<file path="config.mk">
export PLATFORM = sky130hd
export DESIGN_NAME = rtc_alarm_status_registers
export DESIGN_NICKNAME = d
export VERILOG_FILES = /design/src/rtl/core/rasr_pkg.sv /design/src/rtl/core/rtc_alarm_status_registers.sv /design/src/rtl/core/rasr_in_reg.sv /design/src/rtl/core/rasr_exec.sv /design/src/rtl/core/rasr_out_reg.sv
export SDC_FILE = /design/constraint.sdc
export NUM_CORES = 1
export LEC_CHECK = 0
export ABC_AREA = 1
export BUFFER_PORTS_ARGS = -buffer_cell sky130_fd_sc_hd__buf_2
export CAP_MARGIN = 20
export CORE_MARGIN = 5
export CORE_UTILIZATION = 60
export CTS_CLUSTER_DIAMETER = 80
export DETAILED_ROUTE_END_ITERATION = 12
export MAX_ROUTING_LAYER = met4
export PLACE_DENSITY = 0.82
export SYNTH_ARGS = -nofsm -noshare
export SYNTH_HDL_FRONTEND = slang
export SYNTH_SLANG_ARGS = --single-unit
</file>
<file path="constraint.sdc">
create_clock -name clk -period 3.7 [get_ports clk]
set_clock_uncertainty 0.05 [all_clocks]
set_input_delay 0.74 -clock clk [delete_from_list [all_inputs] [get_ports clk]]
set_output_delay 0.74 -clock clk [all_outputs]
set_load 0.1 [all_outputs]
</file>
<file path="src/rtl/core/rasr_pkg.sv">
// Shared types and constants for the real-time clock alarm and status registers.
// Holds the request and response item layouts, register indexes and status bits.
// No dependencies.
package rasr_pkg;

    // Kinds of request carried on the input channel.
    typedef enum logic [1:0] {
        REQ_READ  = 2'd0,
        REQ_WRITE = 2'd1,
        REQ_TICK  = 2'd2
    } req_kind_t;

    // Word indexes within the register window.
    localparam logic [9:0] IDX_SECONDS = 10'd0;
    localparam logic [9:0] IDX_ALARM   = 10'd1;
    localparam logic [9:0] IDX_STATUS  = 10'd2;
    localparam logic [9:0] IDX_TRIM    = 10'd3;

    // Status byte layout.
    localparam int unsigned ALARM_FLAG_BIT = 0;
    localparam int unsigned HZ_FLAG_BIT    = 1;
    localparam int unsigned ALARM_EN_BIT   = 2;
    localparam int unsigned HZ_EN_BIT      = 3;
    localparam logic [7:0]  FLAG_MASK      = 8'h03;

    // Trim register.
    localparam int unsigned TRIM_LOCK_BIT = 31;
    localparam logic [31:0] TRIM_RESET    = 32'h0000_7FFF;

    // Channel widths.
    localparam int unsigned IN_DATA_W  = 80;
    localparam int unsigned OUT_DATA_W = 40;

    // One request as held in the input register.
    typedef struct packed {
        req_kind_t   req_type;
        logic [9:0]  reg_index;
        logic        access_is_word;
        logic [31:0] write_data;
        logic [31:0] now_seconds;
    } req_t;

    // One response as held in the result register.
    typedef struct packed {
        logic [31:0] read_data;
        logic        access_ok;
        logic        alarm_irq;
        logic        hz_irq;
    } rsp_t;

endpackage

</file>
<file path="src/rtl/core/rtc_alarm_status_registers.sv">
// Top level of the real-time clock alarm and status register block.
// Instantiates rasr_in_reg, rasr_exec and rasr_out_reg; uses rasr_pkg.
//
// Each request (bus read, bus write or one-second tick) is taken into an input
// register, decoded combinationally against the register state, and its response
// is loaded into a result register, from which it is offered, once that register
// has room. One request is accepted every cycle as long as
// responses are taken; the result register is the only point of backpressure,
// and while it holds an untaken response the input stage still takes one more.
// The state updates in request order, so a read sees every earlier write.
module rtc_alarm_status_registers
(
    input  logic        clk,
    input  logic        rst_n,
    input  logic        s_axis_tvalid,
    output logic        s_axis_tready,
    input  logic [1:0]  s_axis_tuser,   // req_type
    input  logic [79:0] s_axis_tdata,   // reg_index, access_is_word, write_data,
                                        // now_seconds, zero padding
    output logic        m_axis_tvalid,
    input  logic        m_axis_tready,
    output logic [39:0] m_axis_tdata    // read_data, access_ok, alarm_irq, hz_irq,
                                        // zero padding
);

    logic           out_free;
    logic           in_valid;
    logic           fire;
    rasr_pkg::req_t req;
    rasr_pkg::rsp_t rsp;

    // A request executes when it is held and the result register has room.
    assign fire = in_valid && out_free;

    rasr_in_reg u_in_reg
    (
        .clk           (clk),
        .rst_n         (rst_n),
        .s_axis_tvalid (s_axis_tvalid),
        .s_axis_tready (s_axis_tready),
        .s_axis_tuser  (s_axis_tuser),
        .s_axis_tdata  (s_axis_tdata),
        .out_free      (out_free),
        .valid         (in_valid),
        .req           (req)
    );

    rasr_exec u_exec
    (
        .clk   (clk),
        .rst_n (rst_n),
        .fire  (fire),
        .req   (req),
        .rsp   (rsp)
    );

    rasr_out_reg u_out_reg
    (
        .clk           (clk),
        .rst_n         (rst_n),
        .load          (fire),
        .rsp           (rsp),
        .out_free      (out_free),
        .m_axis_tvalid (m_axis_tvalid),
        .m_axis_tready (m_axis_tready),
        .m_axis_tdata  (m_axis_tdata)
    );

endmodule

</file>
<file path="src/rtl/core/rasr_in_reg.sv">
// Input register stage of the real-time clock register block.
// Takes one input request per cycle when not stalled; uses rasr_pkg.
module rasr_in_reg
(
    input  logic                clk,
    input  logic                rst_n,
    input  logic                s_axis_tvalid,
    output logic                s_axis_tready,
    input  logic [1:0]          s_axis_tuser,
    input  logic [79:0]         s_axis_tdata,
    input  logic                out_free,
    output logic                valid,
    output rasr_pkg::req_t      req
);

    logic           valid_reg;
    logic           valid_next;
    rasr_pkg::req_t req_reg;

    // A held request moves on whenever the result register has room.
    assign s_axis_tready = !valid_reg || out_free;

    always_comb
    begin
        valid_next = valid_reg;
        if (s_axis_tready)
        begin
            valid_next = s_axis_tvalid;
        end
    end

    // Valid flag.
    always_ff @(posedge clk or negedge rst_n)
    begin
        if (!rst_n)
        begin
            valid_reg <= 1'b0;
        end
        else
        begin
            valid_reg <= valid_next;
        end
    end

    // Request payload, unpacked from the stream fields.
    always_ff @(posedge clk)
    begin
        if (s_axis_tready && s_axis_tvalid)
        begin
            req_reg.req_type       <= rasr_pkg::req_kind_t'(s_axis_tuser);
            req_reg.reg_index      <= s_axis_tdata[9:0];
            req_reg.access_is_word <= s_axis_tdata[10];
            req_reg.write_data     <= s_axis_tdata[42:11];
            req_reg.now_seconds    <= s_axis_tdata[74:43];
        end
    end

    assign valid = valid_reg;
    assign req   = req_reg;

endmodule

</file>
<file path="src/rtl/core/rasr_exec.sv">
// Register state and request decode of the real-time clock register block.
// Holds alarm, status, trim and last-check registers; uses rasr_pkg.
module rasr_exec
(
    input  logic                clk,
    input  logic                rst_n,
    input  logic                fire,
    input  rasr_pkg::req_t      req,
    output rasr_pkg::rsp_t      rsp
);

    logic [31:0] alarm_reg;
    logic [31:0] alarm_next;
    logic [7:0]  status_reg;
    logic [7:0]  status_next;
    logic [31:0] trim_reg;
    logic [31:0] trim_next;
    logic [31:0] last_reg;
    logic [31:0] last_next;
    logic [31:0] read_data;
    logic        access_ok;

    // Decode one request against the current state.
    always_comb
    begin
        logic [31:0] now_dec;
        now_dec     = req.now_seconds - 32'd1;
        alarm_next  = alarm_reg;
        status_next = status_reg;
        trim_next   = trim_reg;
        last_next   = last_reg;
        read_data   = 32'd0;
        access_ok   = 1'b1;
        unique case (req.req_type)
            rasr_pkg::REQ_READ:
            begin
                if (!req.access_is_word)
                begin
                    access_ok = 1'b0;
                end
                else
                begin
                    unique case (req.reg_index)
                        rasr_pkg::IDX_SECONDS: read_data = req.now_seconds;
                        rasr_pkg::IDX_ALARM:   read_data = alarm_reg;
                        rasr_pkg::IDX_STATUS:  read_data = {24'd0, status_reg};
                        rasr_pkg::IDX_TRIM:    read_data = trim_reg;
                        default:               read_data = 32'd0;
                    endcase
                end
            end
            rasr_pkg::REQ_WRITE:
            begin
                if (!req.access_is_word)
                begin
                    access_ok = 1'b0;
                end
                else
                begin
                    unique case (req.reg_index)
                        rasr_pkg::IDX_ALARM:
                        begin
                            // Rearm: the check runs as if last done one second ago.
                            alarm_next = req.write_data;
                            if (now_dec < req.write_data)
                            begin
                                if (status_reg[rasr_pkg::ALARM_EN_BIT] &&
                                    (req.now_seconds >= req.write_data))
                                begin
                                    status_next[rasr_pkg::ALARM_FLAG_BIT] = 1'b1;
                                end
                                last_next = req.now_seconds;
                            end
                            else
                            begin
                                last_next = now_dec;
                            end
                        end
                        rasr_pkg::IDX_STATUS:
                        begin
                            // Flags clear on a written one; the rest is plain storage.
                            status_next = (req.write_data[7:0] & ~rasr_pkg::FLAG_MASK) |
                                          (status_reg & ~req.write_data[7:0] &
                                           rasr_pkg::FLAG_MASK);
                        end
                        rasr_pkg::IDX_TRIM:
                        begin
                            if (!trim_reg[rasr_pkg::TRIM_LOCK_BIT])
                            begin
                                trim_next = req.write_data;
                            end
                        end
                        default:
                        begin
                            alarm_next = alarm_reg;
                        end
                    endcase
                end
            end
            rasr_pkg::REQ_TICK:
            begin
                // Alarm compare first, then the one-hertz flag.
                if (last_reg < alarm_reg)
                begin
                    if (status_reg[rasr_pkg::ALARM_EN_BIT] &&
                        (req.now_seconds >= alarm_reg))
                    begin
                        status_next[rasr_pkg::ALARM_FLAG_BIT] = 1'b1;
                    end
                    last_next = req.now_seconds;
                end
                if (status_reg[rasr_pkg::HZ_EN_BIT])
                begin
                    status_next[rasr_pkg::HZ_FLAG_BIT] = 1'b1;
                end
            end
            default:
            begin
                read_data = 32'd0;
            end
        endcase
    end

    // State registers advance only when the request moves to the result register.
    always_ff @(posedge clk or negedge rst_n)
    begin
        if (!rst_n)
        begin
            alarm_reg  <= 32'd0;
            status_reg <= 8'd0;
            trim_reg   <= rasr_pkg::TRIM_RESET;
            last_reg   <= 32'd0;
        end
        else if (fire)
        begin
            alarm_reg  <= alarm_next;
            status_reg <= status_next;
            trim_reg   <= trim_next;
            last_reg   <= last_next;
        end
    end

    assign rsp.read_data = read_data;
    assign rsp.access_ok = access_ok;
    assign rsp.alarm_irq = status_next[rasr_pkg::ALARM_FLAG_BIT];
    assign rsp.hz_irq    = status_next[rasr_pkg::HZ_FLAG_BIT];

endmodule

</file>
<file path="src/rtl/core/rasr_out_reg.sv">
// Result register of the real-time clock register block.
// Holds one response until the output channel takes it; uses rasr_pkg.
module rasr_out_reg
(
    input  logic                clk,
    input  logic                rst_n,
    input  logic                load,
    input  rasr_pkg::rsp_t      rsp,
    output logic                out_free,
    output logic                m_axis_tvalid,
    input  logic                m_axis_tready,
    output logic [39:0]         m_axis_tdata
);

    logic           valid_reg;
    logic           valid_next;
    rasr_pkg::rsp_t rsp_reg;

    // Room for a new response when empty or being drained this cycle.
    assign out_free = !valid_reg || m_axis_tready;

    always_comb
    begin
        valid_next = valid_reg;
        if (out_free)
        begin
            valid_next = load;
        end
    end

    always_ff @(posedge clk or negedge rst_n)
    begin
        if (!rst_n)
        begin
            valid_reg <= 1'b0;
        end
        else
        begin
            valid_reg <= valid_next;
        end
    end

    // Response payload.
    always_ff @(posedge clk)
    begin
        if (load)
        begin
            rsp_reg <= rsp;
        end
    end

    assign m_axis_tvalid = valid_reg;
    assign m_axis_tdata  = {5'd0, rsp_reg.hz_irq, rsp_reg.alarm_irq,
                            rsp_reg.access_ok, rsp_reg.read_data};

endmodule

</file>
# ---- Word level (Yosys, flattened, before mapping)
# Cells that the tools add are included.
dict set report word_totals {
  register_bits 218
  in_bits 86
  output_inout_bits 42
  elab_cells 69
}
dict set report classes {
  addsub 1
  order_cmp 4
  n_eq_ne 8
  mux 17
  bitwise_logic 4
  n_reduce_logical 18
}
# operator n
set op_table {}
lappend op_table {{2-to-1 mux 32 bit} 5}
lappend op_table {{case mux 32 bit (4 select lines)} 1}
lappend op_table {{>= comparator 32 bit} 2}
lappend op_table {{less-than comparator 32 bit} 2}
lappend op_table {{case mux 32 bit (2 select lines)} 1}
lappend op_table {{subtractor 32 x 1 -> 32 bit, second input constant} 1}
lappend op_table {{== test 10 x 2 -> 1 bit, second input constant} 2}
lappend op_table {{AND reduction 4 bit} 3}
lappend op_table {{== test 10 x 1 -> 1 bit, second input constant} 1}
lappend op_table {{zero test 10 bit} 1}
lappend op_table {{AND reduction 5 bit} 2}
lappend op_table {{bitwise OR 8 x 2 -> 8 bit} 1}
lappend op_table {{2-to-1 mux 1 bit} 7}
lappend op_table {{logical AND 1 bit} 4}
lappend op_table {{inequality test 2 bit, second input constant} 2}
lappend op_table {{case mux 2 bit (2 select lines)} 1}
lappend op_table {{AND 2 bit} 1}
lappend op_table {{== test 2 x 1 -> 1 bit, second input constant} 1}
lappend op_table {{== test 2 bit, second input constant} 1}
lappend op_table {{zero test 1 bit} 2}
lappend op_table {{zero test 2 bit} 1}
lappend op_table {{logical OR 1 bit} 2}
lappend op_table {{2-to-1 mux 2 bit} 1}
lappend op_table {{inequality test 2 x 1 -> 1 bit, second input constant} 1}
lappend op_table {{6 further kinds} 6}

# ---- Depth between registers and ports, before layout
dict set report depth {
  depth_word 7
  mapped_depth 27
  mapped_depth_nobuf 27
}

# ---- Modules after synthesis
# From an unflattened synthesis, not the netlist that was laid out.
dict set report hier_totals {
  cells_unflattened 1348
  hier_area_um2 12280.5
}
# module n_inst cells_per_inst area_each_um2 seq_area_each_um2
set modules_own_cells {}
lappend modules_own_cells {rasr_exec 1 1217 8778.4 2621.3}
lappend modules_own_cells {rasr_in_reg 1 83 2357.3 2337.2}
lappend modules_own_cells {rasr_out_reg 1 46 1137.3 1076.0}
lappend modules_own_cells {rtc_alarm_status_registers 1 2 7.5 0.0}

# ---- Least setup slack after synthesis
# OpenSTA, ideal clock, no wires.
dict set report synth_path {
  path_type {reg-to-reg}
  startpoint {reg u_out_reg.valid_reg, in the netlist u_out_reg.m_axis_tvalid}
  endpoint {reg u_in_reg.req_reg (netlist bit u_in_reg.req[0]) (enable)}
  setup_time_ns 0.431
  t_arrival_ns 3.413
  required_ns 3.219
  setup_slack_ns -0.194
  path_stages_with_launch 4
  n_path_buf 0
  synth_period_minus_slack_ns 3.894
  path_cell_list {dfrtp_1 -> nand3_1 -> nand2_1 -> inv_1}
}
dict set report synth_via {
  elab_chain_len 4
}
# element line_no
set synth_lines {}
lappend synth_lines {{start, declared} rasr_out_reg.sv:15} ;# logic valid_reg;
lappend synth_lines {{start signal, assigned} rasr_out_reg.sv:39} ;# valid_reg <= valid_next;
lappend synth_lines {{zero test 1 bit} rasr_out_reg.sv:20} ;# assign out_free = !valid_reg || m_axis_tready;
lappend synth_lines {{logical OR 1 bit} rasr_out_reg.sv:20}
lappend synth_lines {{logical OR 1 bit} rasr_in_reg.sv:21} ;# assign s_axis_tready = !valid_reg || out_free;
lappend synth_lines {{net s_axis_tready} rtc_alarm_status_registers.sv:16} ;# output logic s_axis_tready,
lappend synth_lines {{logical AND 1 bit} rasr_in_reg.sv:48} ;# if (s_axis_tready && s_axis_tvalid)
lappend synth_lines {{end, declared} rasr_in_reg.sv:18} ;# rasr_pkg::req_t req_reg;
# The timed path passes the listed nets, and every way through them passes these cells.
# A chain may end at the register's enable or synchronous reset.

# ---- Worst setup path after layout
dict set report layout_path {
  startpoint {reg u_in_reg.req_reg (netlist bit u_in_reg.req[16])}
  endpoint {reg u_exec.last_reg[30]}
}
dict set report layout_via {
  elab_chain_len 6
}
# element line_no
set layout_lines {}
lappend layout_lines {{subtractor 32 x 1 -> 32 bit (*)} rasr_exec.sv:27} ;# now_dec = req.now_seconds - 32'd1;
lappend layout_lines {{less-than comparator 32 bit} rasr_exec.sv:65} ;# if (now_dec < req.write_data)
lappend layout_lines {{2-to-1 mux 32 bit (*)} rasr_exec.sv:65}
lappend layout_lines {{2-to-1 mux 32 bit (*)} rasr_exec.sv:60} ;# unique case (req.reg_index)
lappend layout_lines {{2-to-1 mux 32 bit (*)} rasr_exec.sv:54} ;# if (!req.access_is_word)
lappend layout_lines {{case mux 32 bit (2 select lines) (*)} rasr_exec.sv:34} ;# unique case (req.req_type)
lappend layout_lines {{end signal, assigned} rasr_exec.sv:139} ;# last_reg <= last_next;
lappend layout_lines {{end, declared} rasr_exec.sv:18} ;# logic [31:0] last_reg;
# Mark *: on every way between the ends. The rest lies on a longest branch, timed or not. The select of a mux whose other input is x is not followed.

==> impl_metrics.tcl <==
set metrics [dict create \
    number_of_antenna_violating_nets_in_the_routed_design 0 \
    least_margin_pin_slew_ns 0.839 \
    worstPathCellList "nor2_1, inv_1, nor4_2, nand4_1, nor2_2, nand4_1, xor2_2, ha_1, nand2_1, inv_1, nand3_2, nor3_4, a21oi_4, nor2_4, inv_2, buf_8, a21oi_1, a21oi_1" \
    worst_r2r_path_depth 18 \
    largest_net_degree_at_the_start_of_global_routing 66 \
    hpwl_mm 22.6 \
    setup.worst_path.end_class "register" \
    dominant_cell_type_by_area_after_synthesis "sky130_fd_sc_hd__edfxtp_1" \
    drt_drc_violations_left 0 \
    period_needed_ns 3.69 \
    io_buffer_count 117 \
    placedCellCount 1712 \
    critical_path.slowest_cell "sky130_fd_sc_hd__edfxtp_1" \
    slew_headroom_pct 44.0 \
    place.gp.congestion 0.934 \
    final_max_slew_viol_count 0 \
    antenna_violations_before_repair 0 \
    ys_async_sr_fraction_pct 48.6 \
    cp_num_buf_inv 4 \
    report.final.hold_viol_count 0 \
    worst_r2r_startpoint "u_in_reg.req[16]$_DFFE_PP_" \
    max_ffs_per_register 77 \
    path_clk_slew_ns 0.06 \
    critPathTopFamily "simple AND/OR/NAND/NOR gates" \
    synth.top_cells.by_area "sky130_fd_sc_hd__edfxtp_1, sky130_fd_sc_hd__dfrtp_1, sky130_fd_sc_hd__ha_1, sky130_fd_sc_hd__nand2_1, sky130_fd_sc_hd__nor2_1" \
    syn_avg_cell_area_sq_um 9.24 \
    clk_path_buf_depth 3 \
    synth-compound-area-share_pct 11.6 \
    synth-main-ff-cell "sky130_fd_sc_hd__edfxtp_1" \
    simple_gate_area_share_of_the_yosys_netlist_pct 17.2 \
    worstSkewPairLatency_ns 0.52 \
    max_stage_delay_ns 0.52 \
    area_added_between_synthesis_and_finish_pct 17.7 \
    critical_path_arrival_ns 4.03 \
    min_period_over_period_pct 99.7 \
    initial_utilization_pct 60.6 \
    post_synth_num_cell_types 51 \
    max-cap-violations 0 \
    synth_mux_area_share_pct 0 \
    globalRouteTotalUtil_pct 27.1 \
    first_pass_grt_wire_length_mm 50.6 \
    cts_root_buffer "sky130_fd_sc_hd__clkbuf_16" \
    min_path_type "input pin to async pin" \
    floorplan.die_area_sq_um 23300 \
    critical_path_stages 18 \
    power.ir.vdd_worst_uv 426 \
    drt_pass1_iterations 6 \
    fp-row-count 52 \
    n_antenna_cell 0 \
    grt.overflow.total 0 \
    clock_sinks 218 \
    floorplan.die.width_microns 153 \
    layoutNonFillerInstCount 1766 \
    synth_adder_area_share_pct 13.4 \
    multi_input_area_sq_um 5640 \
    startpoint_type "register" \
    io-pin-count 128 \
    ys_seq_area_share_pct 49.3 \
    mappedNetlistArea_sq_um 12200 \
    fmaxAchievable_mhz 271 \
    r2r_end "u_exec.last_reg[30]$_DFFE_PN0P_" \
    summed_negative_setup_slack_over_all_endpoints_ns 0 \
    finalWorstSetupSlack_ns 0.0123 \
    timing.critical_path.required_ns 4.04 \
    crit_type "register to register" \
    synth_top_family_by_area "simple AND/OR/NAND/NOR gates" \
    synth_top_area_share_pct 27.5 \
    p_leak_nw 6.37 \
    placement.setup.worst_slack_ns -0.0395 \
    nets 1695 \
    run_status "complete, no violations" \
    power_per_cell_area_nw_per_um2 505 \
    yosysMostFrequentCell "sky130_fd_sc_hd__nand2_1" \
    layout.filler_cells 1457 \
    synth_edf_count 112 \
    final_layout_size_suffix_gt1_share_pct 18.3 \
    drt_iter0_drc 978 \
    cts_max_level 1 \
    critical_path_peak_fanout 13 \
    rrSetupSlack_ns 0.01 \
    route.vias.total 10100 \
    first_global_vias 10000 \
    detail_route.wl_per_cell_microns 17.8 \
    synth_xor_xnor_area_share_pct 2.28 \
    hold_buffers 0 \
    vertical_extent_of_the_die_microns 153 \
    register_area_sq_um 6030 \
    synth.top_cells.by_count "sky130_fd_sc_hd__nand2_1, sky130_fd_sc_hd__nor2_1, sky130_fd_sc_hd__inv_1, sky130_fd_sc_hd__ha_1, sky130_fd_sc_hd__edfxtp_1" \
    synthesis.yosys.warnings 0 \
    detailed_route_wire_length_mm 31.5 \
    number_of_clock_buffers_inserted_by_tritoncts 24 \
    routed_via_density 5.73 \
    cts_tree "yes" \
    synth.ff_latch_count 218 \
    synthesis.instances 1324 \
    placeableCoreArea_sq_um 20200 \
    setup_viol_count_final 0 \
]
==> through the flow <==
stage | area, sq um | power [W] | utilization [%] | hold WS, ns
after floorplan | 12300 | 0.00434 | - | 0.394
after global placement | 13300 | 0.00474 | 66.1 | 0.415
after global routing | 14400 | 0.00767 | 71.4 | 0.206
after detailed placement | 13300 | 0.00483 | 66.1 | 0.423
final | 14400 | 0.00728 | 71.4 | 0.170
after CTS | 14100 | 0.00725 | 70.1 | 0.175
==> logic make-up (layout without fill, tap and decap cells) <==
logic type                 count (synthesis)  after routing
and+or+nand+nor                          505            505
AOI/OAI and AO/OA                        249            249
DFF                                      218            218
buffers and inverters                    189            357
adders and majority gates                131            131
xor gates and xnor gates                  31             31
other                                      1              5
==> final cells by class <==
class,count,area share (%)
Clock buffer,32,4.60
Clock inverter,12,0.939
Inverter,147,3.88
Multi-Input combinational cell,921,39.2
Sequential cell,218,41.9
Tap cell,270,2.35
Timing Repair Buffer,166,7.14
==> layout by cell type, fill, tap and decap left out, types with 5 or more instances in the layout <==
cell type | netlist | routed
sky130_fd_sc_hd__nand2_1 | 297 | 292
sky130_fd_sc_hd__inv_1 | 136 | 134
sky130_fd_sc_hd__nor2_1 | 140 | 134
sky130_fd_sc_hd__ha_1 | 131 | 129
sky130_fd_sc_hd__buf_2 | 11 | 116
sky130_fd_sc_hd__edfxtp_1 | 112 | 112
sky130_fd_sc_hd__o21ai_0 | 100 | 97
sky130_fd_sc_hd__dfrtp_1 | 91 | 91
sky130_fd_sc_hd__a21oi_1 | 72 | 68
sky130_fd_sc_hd__buf_4 | 7 | 42
sky130_fd_sc_hd__xor2_1 | 26 | 25
sky130_fd_sc_hd__clkbuf_16 | 0 | 25
sky130_fd_sc_hd__nand3_1 | 27 | 21
sky130_fd_sc_hd__a221oi_1 | 20 | 20
sky130_fd_sc_hd__o21ai_1 | 15 | 18
sky130_fd_sc_hd__dfstp_2 | 15 | 15
sky130_fd_sc_hd__a31oi_1 | 13 | 13
sky130_fd_sc_hd__nor2_2 | 8 | 9
sky130_fd_sc_hd__clkinv_1 | 3 | 8
sky130_fd_sc_hd__inv_2 | 6 | 7
sky130_fd_sc_hd__nor2_4 | 2 | 7
sky130_fd_sc_hd__nand3_2 | 1 | 7
sky130_fd_sc_hd__nand2_2 | 2 | 7
sky130_fd_sc_hd__nand4_1 | 7 | 7
sky130_fd_sc_hd__o22ai_1 | 7 | 7
sky130_fd_sc_hd__o21a_1 | 6 | 6
sky130_fd_sc_hd__a41oi_1 | 6 | 6
sky130_fd_sc_hd__clkbuf_1 | 24 | 6
sky130_fd_sc_hd__conb_1 | 1 | 5
==> repair_timing <==
action,4_1_cts,5_1_grt
pin swaps,0,13
setup endpoints to repair,20,34
buffers inserted,0,10
resized for setup,3,41
==> per-layer routing <==
layer / routed length, microns / track usage, % / up-vias
li1: - / - / 4763
met1: 12600 / 34.0 / 4772
met2: 15200 / 44.4 / 481
met3: 2370 / 4.69 / 110
met4: 1370 / 10.4 / 0
met5: 0 / - / -
==> worst reg2reg max path: stages (launching register included) <==
cell                       delay (ns)
sky130_fd_sc_hd__edfxtp_1        0.52
sky130_fd_sc_hd__nor2_1          0.17
sky130_fd_sc_hd__inv_1           0.09
sky130_fd_sc_hd__nor4_2          0.33
sky130_fd_sc_hd__nand4_1         0.24
sky130_fd_sc_hd__nor2_2          0.22
sky130_fd_sc_hd__nand4_1         0.14
sky130_fd_sc_hd__xor2_2          0.19
sky130_fd_sc_hd__ha_1            0.28
sky130_fd_sc_hd__nand2_1         0.08
sky130_fd_sc_hd__inv_1           0.08
sky130_fd_sc_hd__nand3_2         0.12
sky130_fd_sc_hd__nor3_4          0.25
sky130_fd_sc_hd__a21oi_4         0.10
sky130_fd_sc_hd__nor2_4          0.18
sky130_fd_sc_hd__inv_2           0.09
sky130_fd_sc_hd__buf_8           0.16
sky130_fd_sc_hd__a21oi_1         0.20
sky130_fd_sc_hd__a21oi_1         0.10
==> worst max-delay path by stage <==
stage | end | slack (ns) | start
final | u_exec.last_reg[30]$_DFFE_PN0P_ | 0.01 | u_in_reg.req[16]$_DFFE_PP_
after global routing | u_exec.last_reg[1]$_DFFE_PN0P_ | -0.10 | u_in_reg.req[16]$_DFFE_PP_
after CTS | u_exec.last_reg[12]$_DFFE_PN0P_ | 0.005 | u_in_reg.req[0]$_DFFE_PP_
after detailed placement | u_exec.last_reg[3]$_DFFE_PN0P_ | -0.04 | u_in_reg.req[0]$_DFFE_PP_
after global placement | u_out_reg.m_axis_tdata[33]$_DFFE_PP_ | 0.08 | u_in_reg.req[0]$_DFFE_PP_
after floorplan | u_in_reg.req[0]$_DFFE_PP_ | 0.10 | u_out_reg.m_axis_tvalid$_DFFE_PN0P_
==> report_power, final <==
part | total, W | internal, W | switching [W] | leakage (nW)
registers | 0.00308 | 0.00288 | 0.000196 | 2.43
clock network | 0.00241 | 0.00146 | 0.000951 | 0.385
logic | 0.00179 | 0.000592 | 0.00120 | 3.55
Power figures use the tool's default switching activity.
